### src/ps2md_pkg.sv
// ----------------------------------------------------------------------------
// ps2md_pkg
// Shared types and constants of the PS/2 mouse packet decoder.
// ----------------------------------------------------------------------------
package ps2md_pkg;

    // Device ids that change packet decoding
    localparam logic [7:0] ID_STANDARD    = 8'd0;
    localparam logic [7:0] ID_WHEEL       = 8'd3;
    localparam logic [7:0] ID_FIVE_BUTTON = 8'd4;

    // Bits of the first packet byte
    localparam int SYNC_BIT   = 3;
    localparam int X_SIGN_BIT = 4;
    localparam int Y_SIGN_BIT = 5;
    localparam int X_OVF_BIT  = 6;
    localparam int Y_OVF_BIT  = 7;

    // Extra button bits of the fourth byte
    localparam int BTN4_BIT = 4;
    localparam int BTN5_BIT = 5;

    localparam int NUM_BUTTONS = 6;

    // Event slots of one packet, in delivery order
    localparam int NUM_SLOTS   = 6;
    localparam int SLOT_BTN0   = 0;
    localparam int SLOT_BTN1   = 1;
    localparam int SLOT_BTN2   = 2;
    localparam int SLOT_BTN4   = 3;
    localparam int SLOT_BTN5   = 4;
    localparam int SLOT_MOTION = 5;

    typedef enum logic [1:0] {
        POS_FIRST  = 2'd0,
        POS_SECOND = 2'd1,
        POS_THIRD  = 2'd2,
        POS_FOURTH = 2'd3
    } ps2md_pos_t;

    typedef enum logic {
        EVENT_BUTTON = 1'b0,
        EVENT_MOTION = 1'b1
    } ps2md_kind_t;

    // Events pending from one completed packet
    typedef struct packed {
        logic [NUM_SLOTS-1:0]   mask;
        logic [NUM_SLOTS-2:0]   down;
        logic signed [8:0]      move_x;
        logic signed [8:0]      move_y;
        logic signed [7:0]      move_wheel;
    } ps2md_batch_t;

    // Button number reported for each button slot
    function automatic logic [2:0] slot_button(input logic [2:0] slot);
        logic [2:0] idx;
        case (slot)
            3'd0:    idx = 3'd0;
            3'd1:    idx = 3'd1;
            3'd2:    idx = 3'd2;
            3'd3:    idx = 3'd4;
            3'd4:    idx = 3'd5;
            default: idx = 3'd0;
        endcase
        return idx;
    endfunction

endpackage

### src/ps2md_byte_if.sv
// ----------------------------------------------------------------------------
// ps2md_byte_if
// Controller byte channel: one data port byte and its source flag.
// ----------------------------------------------------------------------------
interface ps2md_byte_if;
    logic       valid;
    logic       ready;
    logic [7:0] data_byte;
    logic       from_aux;

    modport source (output valid, output data_byte, output from_aux, input ready);
    modport sink (input valid, input data_byte, input from_aux, output ready);
endinterface

### src/ps2md_event_if.sv
// ----------------------------------------------------------------------------
// ps2md_event_if
// Mouse event channel: button changes and relative motion.
// ----------------------------------------------------------------------------
interface ps2md_event_if;
    logic              valid;
    logic              ready;
    logic              event_kind;
    logic [2:0]        button_index;
    logic              pressed;
    logic signed [8:0] move_x;
    logic signed [8:0] move_y;
    logic signed [7:0] move_wheel;
    logic              last;

    modport source (
        output valid, output event_kind, output button_index, output pressed,
        output move_x, output move_y, output move_wheel, output last,
        input ready
    );
    modport sink (
        input valid, input event_kind, input button_index, input pressed,
        input move_x, input move_y, input move_wheel, input last,
        output ready
    );
endinterface

### src/ps2md_assembler.sv
// ----------------------------------------------------------------------------
// ps2md_assembler
// Collects packet bytes, tracks button state and builds the event batch of
// a completed packet.
// ----------------------------------------------------------------------------
module ps2md_assembler (
    input  logic                   clk,
    input  logic                   rst_n,
    input  logic                   accept,
    input  logic [7:0]             data_byte,
    input  logic                   from_aux,
    input  logic [7:0]             device_id,
    output ps2md_pkg::ps2md_batch_t batch
);

    ps2md_pkg::ps2md_pos_t pos_reg;
    ps2md_pkg::ps2md_pos_t pos_next;
    logic [7:0]            b0_reg, b0_next;
    logic [7:0]            b1_reg, b1_next;
    logic [7:0]            b2_reg, b2_next;
    logic [5:0]            btn_reg, btn_next;

    logic       take;
    logic       finish;
    logic [7:0] b2_eff;
    logic [7:0] b3;
    logic       five_button;

    assign take        = accept && from_aux;
    assign five_button = (device_id == ps2md_pkg::ID_FIVE_BUTTON);

    // Next byte position
    always_comb
    begin
        pos_next = pos_reg;
        finish   = 1'b0;
        if (take)
        begin
            case (pos_reg)
                ps2md_pkg::POS_FIRST:
                begin
                    // drop out-of-sync bytes
                    if (data_byte[ps2md_pkg::SYNC_BIT])
                        pos_next = ps2md_pkg::POS_SECOND;
                end
                ps2md_pkg::POS_SECOND:
                    pos_next = ps2md_pkg::POS_THIRD;
                ps2md_pkg::POS_THIRD:
                begin
                    if (device_id != ps2md_pkg::ID_STANDARD)
                        pos_next = ps2md_pkg::POS_FOURTH;
                    else
                    begin
                        pos_next = ps2md_pkg::POS_FIRST;
                        finish   = 1'b1;
                    end
                end
                ps2md_pkg::POS_FOURTH:
                begin
                    pos_next = ps2md_pkg::POS_FIRST;
                    finish   = 1'b1;
                end
                default:
                    pos_next = ps2md_pkg::POS_FIRST;
            endcase
        end
    end

    // Packet bytes, button state and events
    always_comb
    begin
        b0_next  = b0_reg;
        b1_next  = b1_reg;
        b2_next  = b2_reg;
        btn_next = btn_reg;
        batch    = '0;
        b2_eff   = (pos_reg == ps2md_pkg::POS_THIRD) ? data_byte : b2_reg;
        b3       = (pos_reg == ps2md_pkg::POS_FOURTH) ? data_byte : 8'd0;

        if (take)
        begin
            case (pos_reg)
                ps2md_pkg::POS_FIRST:
                    if (data_byte[ps2md_pkg::SYNC_BIT])
                        b0_next = data_byte;
                ps2md_pkg::POS_SECOND:
                    b1_next = data_byte;
                ps2md_pkg::POS_THIRD:
                    b2_next = data_byte;
                default:
                    b0_next = b0_reg;
            endcase
        end

        if (finish)
        begin
            batch.mask[ps2md_pkg::SLOT_BTN0] = b0_reg[0] ^ btn_reg[0];
            batch.mask[ps2md_pkg::SLOT_BTN1] = b0_reg[1] ^ btn_reg[1];
            batch.mask[ps2md_pkg::SLOT_BTN2] = b0_reg[2] ^ btn_reg[2];
            batch.down[ps2md_pkg::SLOT_BTN0] = b0_reg[0];
            batch.down[ps2md_pkg::SLOT_BTN1] = b0_reg[1];
            batch.down[ps2md_pkg::SLOT_BTN2] = b0_reg[2];
            btn_next[2:0] = b0_reg[2:0];

            if (five_button)
            begin
                batch.mask[ps2md_pkg::SLOT_BTN4] = b3[ps2md_pkg::BTN4_BIT] ^ btn_reg[4];
                batch.mask[ps2md_pkg::SLOT_BTN5] = b3[ps2md_pkg::BTN5_BIT] ^ btn_reg[5];
                batch.down[ps2md_pkg::SLOT_BTN4] = b3[ps2md_pkg::BTN4_BIT];
                batch.down[ps2md_pkg::SLOT_BTN5] = b3[ps2md_pkg::BTN5_BIT];
                btn_next[4] = b3[ps2md_pkg::BTN4_BIT];
                btn_next[5] = b3[ps2md_pkg::BTN5_BIT];
            end

            batch.mask[ps2md_pkg::SLOT_MOTION] =
                !b0_reg[ps2md_pkg::X_OVF_BIT] && !b0_reg[ps2md_pkg::Y_OVF_BIT];
            batch.move_x = {b0_reg[ps2md_pkg::X_SIGN_BIT], b1_reg};
            batch.move_y = {b0_reg[ps2md_pkg::Y_SIGN_BIT], b2_eff};
            if (device_id == ps2md_pkg::ID_WHEEL)
                batch.move_wheel = b3;
            else if (five_button)
                batch.move_wheel = {{4{b3[3]}}, b3[3:0]};
            else
                batch.move_wheel = '0;
        end
    end

    always_ff @(posedge clk or negedge rst_n)
    begin
        if (!rst_n)
        begin
            pos_reg <= ps2md_pkg::POS_FIRST;
            b0_reg  <= '0;
            b1_reg  <= '0;
            b2_reg  <= '0;
            btn_reg <= '0;
        end
        else
        begin
            pos_reg <= pos_next;
            b0_reg  <= b0_next;
            b1_reg  <= b1_next;
            b2_reg  <= b2_next;
            btn_reg <= btn_next;
        end
    end

endmodule

### src/ps2_mouse_packet_decoder_unit.sv
// ----------------------------------------------------------------------------
// ps2_mouse_packet_decoder_unit
// PS/2 mouse packet decoder with wheel and five-button support.
// ----------------------------------------------------------------------------
// A byte that does not complete a packet leaves the input ready, and the next
// byte may follow in the next cycle. A byte that completes a packet yields up
// to six events (button changes in order 0, 1, 2, 4, 5, then motion), which
// leave one per cycle from an output register while the sink keeps ready high;
// new bytes are held off until all events of the packet have moved into that
// register. device_id must be written through cfg_wr_en / cfg_wr_data only
// while the block is idle; the block itself does not enforce this.
module ps2_mouse_packet_decoder_unit (
    input  logic       clk,
    input  logic       rst_n,
    input  logic       cfg_wr_en,
    input  logic [7:0] cfg_wr_data,
    ps2md_byte_if.sink       in_ch,
    ps2md_event_if.source    out_ch
);

    logic [7:0]              device_id_reg;
    ps2md_pkg::ps2md_batch_t batch;
    logic                    in_xfer;

    logic [ps2md_pkg::NUM_SLOTS-1:0] pend_mask_reg, pend_mask_next;
    logic [ps2md_pkg::NUM_SLOTS-2:0] pend_down_reg;
    logic signed [8:0]               pend_x_reg;
    logic signed [8:0]               pend_y_reg;
    logic signed [7:0]               pend_wheel_reg;

    logic                    out_valid_reg, out_valid_next;
    logic                    out_kind_reg;
    logic [2:0]              out_idx_reg;
    logic                    out_pressed_reg;
    logic signed [8:0]       out_x_reg;
    logic signed [8:0]       out_y_reg;
    logic signed [7:0]       out_wheel_reg;
    logic                    out_last_reg;

    logic                                load;
    logic [2:0]                          slot;
    logic [ps2md_pkg::NUM_SLOTS-1:0]     lowest;
    logic [ps2md_pkg::NUM_SLOTS-1:0]     rest;

    assign in_ch.ready = (pend_mask_reg == '0);
    assign in_xfer     = in_ch.valid && in_ch.ready;

    ps2md_assembler u_assembler (
        .clk       (clk),
        .rst_n     (rst_n),
        .accept    (in_xfer),
        .data_byte (in_ch.data_byte),
        .from_aux  (in_ch.from_aux),
        .device_id (device_id_reg),
        .batch     (batch)
    );

    // Pick the lowest pending slot
    always_comb
    begin
        slot = 3'd0;
        for (int i = ps2md_pkg::NUM_SLOTS - 1; i >= 0; i--)
        begin
            if (pend_mask_reg[i])
                slot = 3'(i);
        end
        lowest = pend_mask_reg & (~pend_mask_reg + 1'b1);
        rest   = pend_mask_reg & ~lowest;
    end

    assign load = (pend_mask_reg != '0) && (!out_valid_reg || out_ch.ready);

    always_comb
    begin
        pend_mask_next = pend_mask_reg;
        if (in_xfer)
            pend_mask_next = batch.mask;
        else if (load)
            pend_mask_next = rest;

        out_valid_next = out_valid_reg;
        if (load)
            out_valid_next = 1'b1;
        else if (out_ch.ready)
            out_valid_next = 1'b0;
    end

    always_ff @(posedge clk or negedge rst_n)
    begin
        if (!rst_n)
        begin
            device_id_reg <= ps2md_pkg::ID_STANDARD;
            pend_mask_reg <= '0;
            out_valid_reg <= 1'b0;
        end
        else
        begin
            if (cfg_wr_en)
                device_id_reg <= cfg_wr_data;
            pend_mask_reg <= pend_mask_next;
            out_valid_reg <= out_valid_next;
        end
    end

    // Batch payload and output payload
    always_ff @(posedge clk)
    begin
        if (in_xfer)
        begin
            pend_down_reg  <= batch.down;
            pend_x_reg     <= batch.move_x;
            pend_y_reg     <= batch.move_y;
            pend_wheel_reg <= batch.move_wheel;
        end
        if (load)
        begin
            out_last_reg <= (rest == '0);
            if (slot == 3'(ps2md_pkg::SLOT_MOTION))
            begin
                out_kind_reg    <= ps2md_pkg::EVENT_MOTION;
                out_idx_reg     <= 3'd0;
                out_pressed_reg <= 1'b0;
                out_x_reg       <= pend_x_reg;
                out_y_reg       <= pend_y_reg;
                out_wheel_reg   <= pend_wheel_reg;
            end
            else
            begin
                out_kind_reg    <= ps2md_pkg::EVENT_BUTTON;
                out_idx_reg     <= ps2md_pkg::slot_button(slot);
                out_pressed_reg <= pend_down_reg[slot];
                out_x_reg       <= '0;
                out_y_reg       <= '0;
                out_wheel_reg   <= '0;
            end
        end
    end

    assign out_ch.valid        = out_valid_reg;
    assign out_ch.event_kind   = out_kind_reg;
    assign out_ch.button_index = out_idx_reg;
    assign out_ch.pressed      = out_pressed_reg;
    assign out_ch.move_x       = out_x_reg;
    assign out_ch.move_y       = out_y_reg;
    assign out_ch.move_wheel   = out_wheel_reg;
    assign out_ch.last         = out_last_reg;

    // Pending events only drain until the batch is empty
    assert property (@(posedge clk) disable iff (!rst_n)
        pend_mask_reg != '0 |=>
            $countones(pend_mask_reg) <= $countones($past(pend_mask_reg)))
        else $error("pending event set grew while draining");

    // A motion event never carries button fields
    assert property (@(posedge clk) disable iff (!rst_n)
        out_ch.valid && out_ch.event_kind == ps2md_pkg::EVENT_MOTION |->
            out_ch.button_index == 3'd0 && !out_ch.pressed)
        else $error("motion event with button fields");

    // A button event names a real button and carries no motion
    assert property (@(posedge clk) disable iff (!rst_n)
        out_ch.valid && out_ch.event_kind == ps2md_pkg::EVENT_BUTTON |->
            out_ch.button_index != 3'd3 && out_ch.button_index <= 3'd5
            && out_ch.move_x == '0 && out_ch.move_y == '0 && out_ch.move_wheel == '0)
        else $error("malformed button event");

    // The last event of a packet leaves nothing pending; no byte can arrive while events are pending
    assert property (@(posedge clk) disable iff (!rst_n)
        load && rest == '0 |=> pend_mask_reg == '0)
        else $error("events left pending after last");

endmodule

### src/flat_wrapper.sv
// flat-port wrapper written by rule: the top's interface ports become plain ports
module ps2_mouse_packet_decoder_unit_flat 
  (clk, rst_n, cfg_wr_en, cfg_wr_data, in_ch_valid, in_ch_data_byte, in_ch_from_aux, in_ch_ready, out_ch_valid, out_ch_event_kind, out_ch_button_index, out_ch_pressed, out_ch_move_x, out_ch_move_y, out_ch_move_wheel, out_ch_last, out_ch_ready);
  ps2md_byte_if in_ch_i ();
  ps2md_event_if out_ch_i ();
  input  logic clk;
  input  logic rst_n;
  input  logic cfg_wr_en;
  input  logic [7:0] cfg_wr_data;
  input wire logic [$bits(in_ch_i.valid)-1:0] in_ch_valid;
  input wire logic [$bits(in_ch_i.data_byte)-1:0] in_ch_data_byte;
  input wire logic [$bits(in_ch_i.from_aux)-1:0] in_ch_from_aux;
  output wire logic [$bits(in_ch_i.ready)-1:0] in_ch_ready;
  output wire logic [$bits(out_ch_i.valid)-1:0] out_ch_valid;
  output wire logic [$bits(out_ch_i.event_kind)-1:0] out_ch_event_kind;
  output wire logic [$bits(out_ch_i.button_index)-1:0] out_ch_button_index;
  output wire logic [$bits(out_ch_i.pressed)-1:0] out_ch_pressed;
  output wire logic [$bits(out_ch_i.move_x)-1:0] out_ch_move_x;
  output wire logic [$bits(out_ch_i.move_y)-1:0] out_ch_move_y;
  output wire logic [$bits(out_ch_i.move_wheel)-1:0] out_ch_move_wheel;
  output wire logic [$bits(out_ch_i.last)-1:0] out_ch_last;
  input wire logic [$bits(out_ch_i.ready)-1:0] out_ch_ready;
  assign in_ch_i.valid = in_ch_valid;
  assign in_ch_i.data_byte = in_ch_data_byte;
  assign in_ch_i.from_aux = in_ch_from_aux;
  assign in_ch_ready = in_ch_i.ready;
  assign out_ch_valid = out_ch_i.valid;
  assign out_ch_event_kind = out_ch_i.event_kind;
  assign out_ch_button_index = out_ch_i.button_index;
  assign out_ch_pressed = out_ch_i.pressed;
  assign out_ch_move_x = out_ch_i.move_x;
  assign out_ch_move_y = out_ch_i.move_y;
  assign out_ch_move_wheel = out_ch_i.move_wheel;
  assign out_ch_last = out_ch_i.last;
  assign out_ch_i.ready = out_ch_ready;
  ps2_mouse_packet_decoder_unit u_core (.clk(clk), .rst_n(rst_n), .cfg_wr_en(cfg_wr_en), .cfg_wr_data(cfg_wr_data), .in_ch(in_ch_i), .out_ch(out_ch_i));
endmodule
### config.mk
export PLATFORM = sky130hd
export DESIGN_NAME = ps2_mouse_packet_decoder_unit_flat
export DESIGN_NICKNAME = d
export VERILOG_FILES = /design/src/ps2md_pkg.sv /design/src/ps2md_byte_if.sv /design/src/ps2md_event_if.sv /design/src/ps2md_assembler.sv /design/src/ps2_mouse_packet_decoder_unit.sv /design/src/flat_wrapper.sv
export SDC_FILE = /design/constraint.sdc
export NUM_CORES = 1
export LEC_CHECK = 0
export ABC_AREA = 1
export ABC_CLOCK_PERIOD_IN_PS = 5600
export CORE_MARGIN = 2
export CORE_UTILIZATION = 55
export CTS_CLUSTER_SIZE = 25
export DETAILED_ROUTE_END_ITERATION = 8
export DONT_BUFFER_PORTS = 1
export PLACE_DENSITY = 0.74
export SLEW_MARGIN = 20
export SYNTH_ARGS = -nofsm -noshare
export SYNTH_HDL_FRONTEND = slang
export SYNTH_SLANG_ARGS = --single-unit
### constraint.sdc
create_clock -name clk -period 5.6 [get_ports clk]
set_input_delay 0.84 -clock clk [delete_from_list [all_inputs] [get_ports clk]]
set_output_delay 0.84 -clock clk [all_outputs]
set_load 0.02 [all_outputs]
After elaboration in Yosys (flattened, before gate mapping)
Cells that the tools add are included.
- add/sub/neg operators: 1
- order comparisons: 1
- equality and inequality tests: 11
- mux-type cells: 27
- bitwise logic cells: 9
- reduce and logical (&&, ||, !) cells: 19
- operators with widths (cell ; number):
    $mux 37 ; 1
    $mux 8 ; 4
    $mux 3 ; 6
    $and 6x6->6 ; 2
    $logic_not 6->1 ; 2
    $mux 6 ; 2
    $not 6->6 ; 2
    $pmux 3 s4 ; 1
    $eq 8x2->1 const B ; 1
    $eq 8x3->1 const B ; 1
    $mux 2 ; 4
    $pmux 2 s4 ; 1
    $reduce_bool 8->1 ; 1
    $add 6x1->6 const B ; 1
    $eq 3x2->1 const B ; 2
    $eq 3x3->1 const B ; 2
    $mux 1 ; 6
    $reduce_and 2->1 ; 3
    $reduce_bool 6->1 ; 1
    $xor 1x1->1 ; 5
    $eq 2x2->1 const B ; 2
    $logic_and 1x1->1 ; 4
    $lt 3x4->1 const B ; 1
    $reduce_bool 2->1 ; 2
    9 further kinds ; 11
- register bits: 109

Logic depth before layout (Yosys ltp)
- depth in word-level cells: 8
- mapped depth: 12
- gate-level depth less buffers: 11

Hierarchy
A second synthesis with hierarchy kept.
- cells, all modules: 441
- area, all modules: 4768.3 um2
- by module, submodules not included (module ; instances ; cells each ; area each (um2) ; seq. area each (um2)):
    ps2_mouse_packet_decoder_unit ; 1 ; 218 ; 3118.0 ; 2267.2
    ps2md_assembler ; 1 ; 223 ; 1650.3 ; 750.7

Least setup slack after synthesis
OpenSTA, ideal clock, no wires.
- kind: input -> register
- from: input port in_ch_valid
- to: register u_core.u_assembler.b1_reg[5]
- arrival: 2.115 ns
- path slack: 3.366 ns
- stages: 8
- buffers on the path: 1
- cells stage by stage: inv_1 nor2_4 nand2_4 inv_6 nand3_4 buf_6 nand2_1 o21ai_2
- longest elaborated chain between the ends: 3
- RTL lines (what ; RTL line ; text):
    start, declared ; flat_wrapper.sv:10 ; input wire logic [$bits(in_ch_i.valid)-1:0] in_ch_valid;
    $logic_and 1x1->1 ; ps2_mouse_packet_decoder_unit.sv:46 ; assign in_xfer = in_ch.valid && in_ch.ready;
    $logic_and 1x1->1 ; ps2md_assembler.sv:29 ; assign take = accept && from_aux;
    $reduce_and 2->1 (no line) ; n/a ;
    end signal, assigned ; ps2md_assembler.sv:142 ; b1_reg <= b1_next;
    end, declared ; ps2md_assembler.sv:19 ; logic [7:0] b1_reg, b1_next;
No other way between the ends.
A chain may end at the register's enable or synchronous reset.

Worst setup path in the final report
- from: register u_core.pend_mask_reg[2] (netlist name)
- to: register u_core.pend_down_reg[4] (netlist name) (data pin)
- longest elaborated chain between the ends: 5
- RTL lines (what ; RTL line ; text):
    start, declared ; ps2_mouse_packet_decoder_unit.sv:25 ; logic [ps2md_pkg::NUM_SLOTS-1:0] pend_mask_reg, pend_mask_next;
    start signal, assigned ; ps2_mouse_packet_decoder_unit.sv:100 ; pend_mask_reg <= pend_mask_next;
    $logic_not 6->1 ; ps2_mouse_packet_decoder_unit.sv:45 ; assign in_ch.ready = (pend_mask_reg == '0);
    $logic_and 1x1->1 ; ps2_mouse_packet_decoder_unit.sv:46 ;
    $logic_and 1x1->1 ; ps2md_assembler.sv:29 ;
    $mux 1 ; ps2md_assembler.sv:37 ; if (take)
    $reduce_and 2->1 (no line) ; n/a ;
    end signal, assigned ; ps2_mouse_packet_decoder_unit.sv:110 ; pend_down_reg <= batch.down;
    end, declared ; ps2_mouse_packet_decoder_unit.sv:26 ; logic [ps2md_pkg::NUM_SLOTS-2:0] pend_down_reg;
No other way between the ends.

==> metrics.csv <==
stage;metric;value;unit
worst_setup_path;Slowest-stage cell, CP;nor2_4;
layout;share of layout cells above drive strength 1;11.2;%
clock_network;Clk Latency, worst-skew pair;370;ps
worst_setup_path;WP data arrival;2960;ps
global_routing;vias in the first global route;2590;
sta;Fin. Hold Viols;0;
synthesis;Async S/R FF share, synth;41.7;%
worst_setup_path;critical path startpoint category;flip-flop;
worst_setup_path;path depth of the worst reg2reg path;9;
clock_network;post-CTS sizing;0;
synthesis;syn nets;473;
clock_network;clock sinks;108;
sta;part of the cycle the worst path needs;48.3;%
sta;PnR worst setup slack;2890;ps
synthesis;Yosys reg bits;108;
worst_setup_path;Crit path top cell by count;nor2_4;
routing;via count;2847;
worst_setup_path;CP max FO;36;
worst_setup_path;crit-path cells;nor2_4 > nand3_2 > nor2_4 > nand2_4 > inv_6 > nand2_4 > nor2_4 > nand2_1 > inv_1;
floorplan;core box area;0.00822;mm2
hold_path;class of the most critical hold timing path;in -> async;
place;gpl congestion;0.895;
place;post-DP HPWL;5.46;mm
worst_setup_path;crit path buf inv count;2;
worst_setup_path;CP endpoint kind;flip-flop;
routing;post-route ant nets;0;
layout;final net count;473;
routing;DRT iter0 DRCs;183;
synthesis;Distinct cells, synth;30;
floorplan;Initial Utilization;56.6;%
place;Port Buf Inserts;0;
worst_setup_path;CP required;5850;ps
synthesis;fraction of synthesized area in multiplexers;0.726;%
synthesis;synth warn;0;
clock_network;CTS tree;built;
synthesis;Seq/Total Area, Yosys;64.9;%
job;max cap viols;0;
global_routing;initial antenna violation count;0;
synthesis;Cell Area, Synth;0.00465;mm2
routing;Residual DRC;0;
layout;commonest non-fill, non-tap cell in the layout;nand2_1;
synthesis;Avg Inst Size Synth;10.3;um2
sta;unrepaired setup endpoints after global routing;false;
place;dpl ws;2790;ps
synthesis;Simple-Gate Fraction of Synth Area;17.8;%
worst_setup_path;CP Depth;9;
routing;WL/cell;14.0;um
floorplan;Horiz. Die Dim;96.0;um
layout;area growth from synthesis to layout;4.95;%
sta;fmax;369;MHz
clock_network;Clock Tree Buf Depth;2;
routing;DRT Pass-1 Iters;5;
clock_network;Reg clk slew, reported paths;100;ps
floorplan;die height;96.0;um
sta;Final setup viols;0;
routing;routed wire length;7.86;mm
global_routing;GRT Util Overall;18.9;%
sta;fin crit period;2710;ps
routing;vias per cell;5.07;
global_routing;largest net degree at the start of global routing;46;
clock_network;Setup Buffers After CTS;0;
worst_setup_path;type of the worst setup path;reg -> reg;
synthesis;post-synthesis compound-gate area fraction;7.45;%
clock_network;Num CTS Buffers;9;
synthesis;Synth Area in Adders;0;%
clock_network;Hold Buf Count CTS;0;
clock_network;root buffer cell;clkbuf_8;
synthesis;Post-synth EDFFs;63;
layout;Ant. Diodes;0;
synthesis;post-synthesis xor/xnor area fraction;0.941;%
sta;skew final;10.9;ps
floorplan;IO Count;56;
sta;setup TNS;0;ps
layout;most frequent cells in the layout;nand2_1, inv_1, nor2_1;
global_routing;grt total ovfl;0;
synthesis;cell count after synthesis;451;
sta;Final Slew Violations;0;
sta;worst-margin pin slew;906;ps
floorplan;# rows;33;
sta;Slew headroom;39.5;%
global_routing;first-pass GRT wire length;12.8;mm
synthesis;largest family of logic cells by synthesized area;simple AND/OR/NAND/NOR gates;
worst_setup_path;CP top delay family;simple AND/OR/NAND/NOR gates;
synthesis;Primary FF master, synth;edfxtp_1;
clock_network;H-Tree Level Count;3;
power;Power Dens Cells;524;mW/mm2
power;Lkg Pwr;2.13;nW
power;Peak VDD IR;194;uV
worst_setup_path;Largest stage delay, worst path;710;ps
worst_setup_path;Worst R2R Setup Slack;2890;ps
run_status;outcome;finished, final reports clean;
floorplan;Die ar.;0.00921;mm2
[layer usage]
layer	vias up	wire length [um]	track usage, %
li1	1437	-	-
met1	1332	3650	25.9
met2	69	3790	29.3
met3	9	285	4.54
met4	0	132	7.86
met5	-	0	0
[where the power goes]
part / total [mW] / switching, mW / internal (mW) / leakage, nW
Clock: 0.440 / 0.262 / 0.177 / 0.0970
Combinational: 0.638 / 0.471 / 0.167 / 0.846
Sequential: 1.48 / 0.270 / 1.21 / 1.19
Total: 2.56 / 1.00 / 1.56 / 2.13
[final cells by class]
type	instances	area (um2)
Clock buffer	10	138
Clock inverter	6	45.0
Fill cell	702	3330
Inverter	77	294
Multi-Input combinational cell	255	1260
Sequential cell	108	3020
Tap cell	105	131
[per-stage QoR]
step                      utilization (%)  total power, mW  instances  cell area [um2]  hold WS [ps]
after floorplan                         -             1.99        451             4650           448
after global placement               57.1             2.10        545             4690           461
after detailed placement             57.1             2.14        545             4690           469
after CTS                            59.3             2.58        561             4880           131
after global routing                 59.4             2.73        561             4880           121
final                                59.4             2.56        561             4880           150
[cell usage after synthesis, types with 4 or more instances]
library cell / count / share of area, %
nand2_1: 84 / 6.8
inv_1: 72 / 5.8
nor2_1: 66 / 5.3
edfxtp_1: 63 / 41
dfrtp_1: 45 / 24
o21ai_0: 27 / 2.9
nand3_1: 15 / 1.6
a21oi_1: 13 / 1.4
o21ai_2: 9 / 1.7
o21ai_1: 8 / 0.86
buf_6: 6 / 1.5
nor2_2: 6 / 0.81
inv_2: 4 / 0.32
nand4_1: 4 / 0.54
nor2_4: 4 / 0.97
[cell families (layout without fill, tap and decap cells)]
logic type,count (synthesis),in the layout
AND/OR/NAND/NOR,186,186
XOR/XNOR,5,5
flip-flops,108,108
AO/OA/AOI/OAI,61,61
buffers and inverters,88,93
multiplexers,3,3
[path summary, 6_finish.rpt]
check / start / end
max: u_core.pend_mask_reg[2] / u_core.pend_down_reg[4]
min: rst_n / u_core.out_ch.valid
max reg2reg: u_core.pend_mask_reg[2] / u_core.pend_down_reg[4]
min reg2reg: u_core.u_assembler.b1_reg[4] / u_core.u_assembler.b1_reg[4]
max in group asynchronous: rst_n / u_core.u_assembler.b2_reg[6]
min in group clk: u_core.u_assembler.b1_reg[4] / u_core.u_assembler.b1_reg[4]
(Power assumes the default switching activity.)
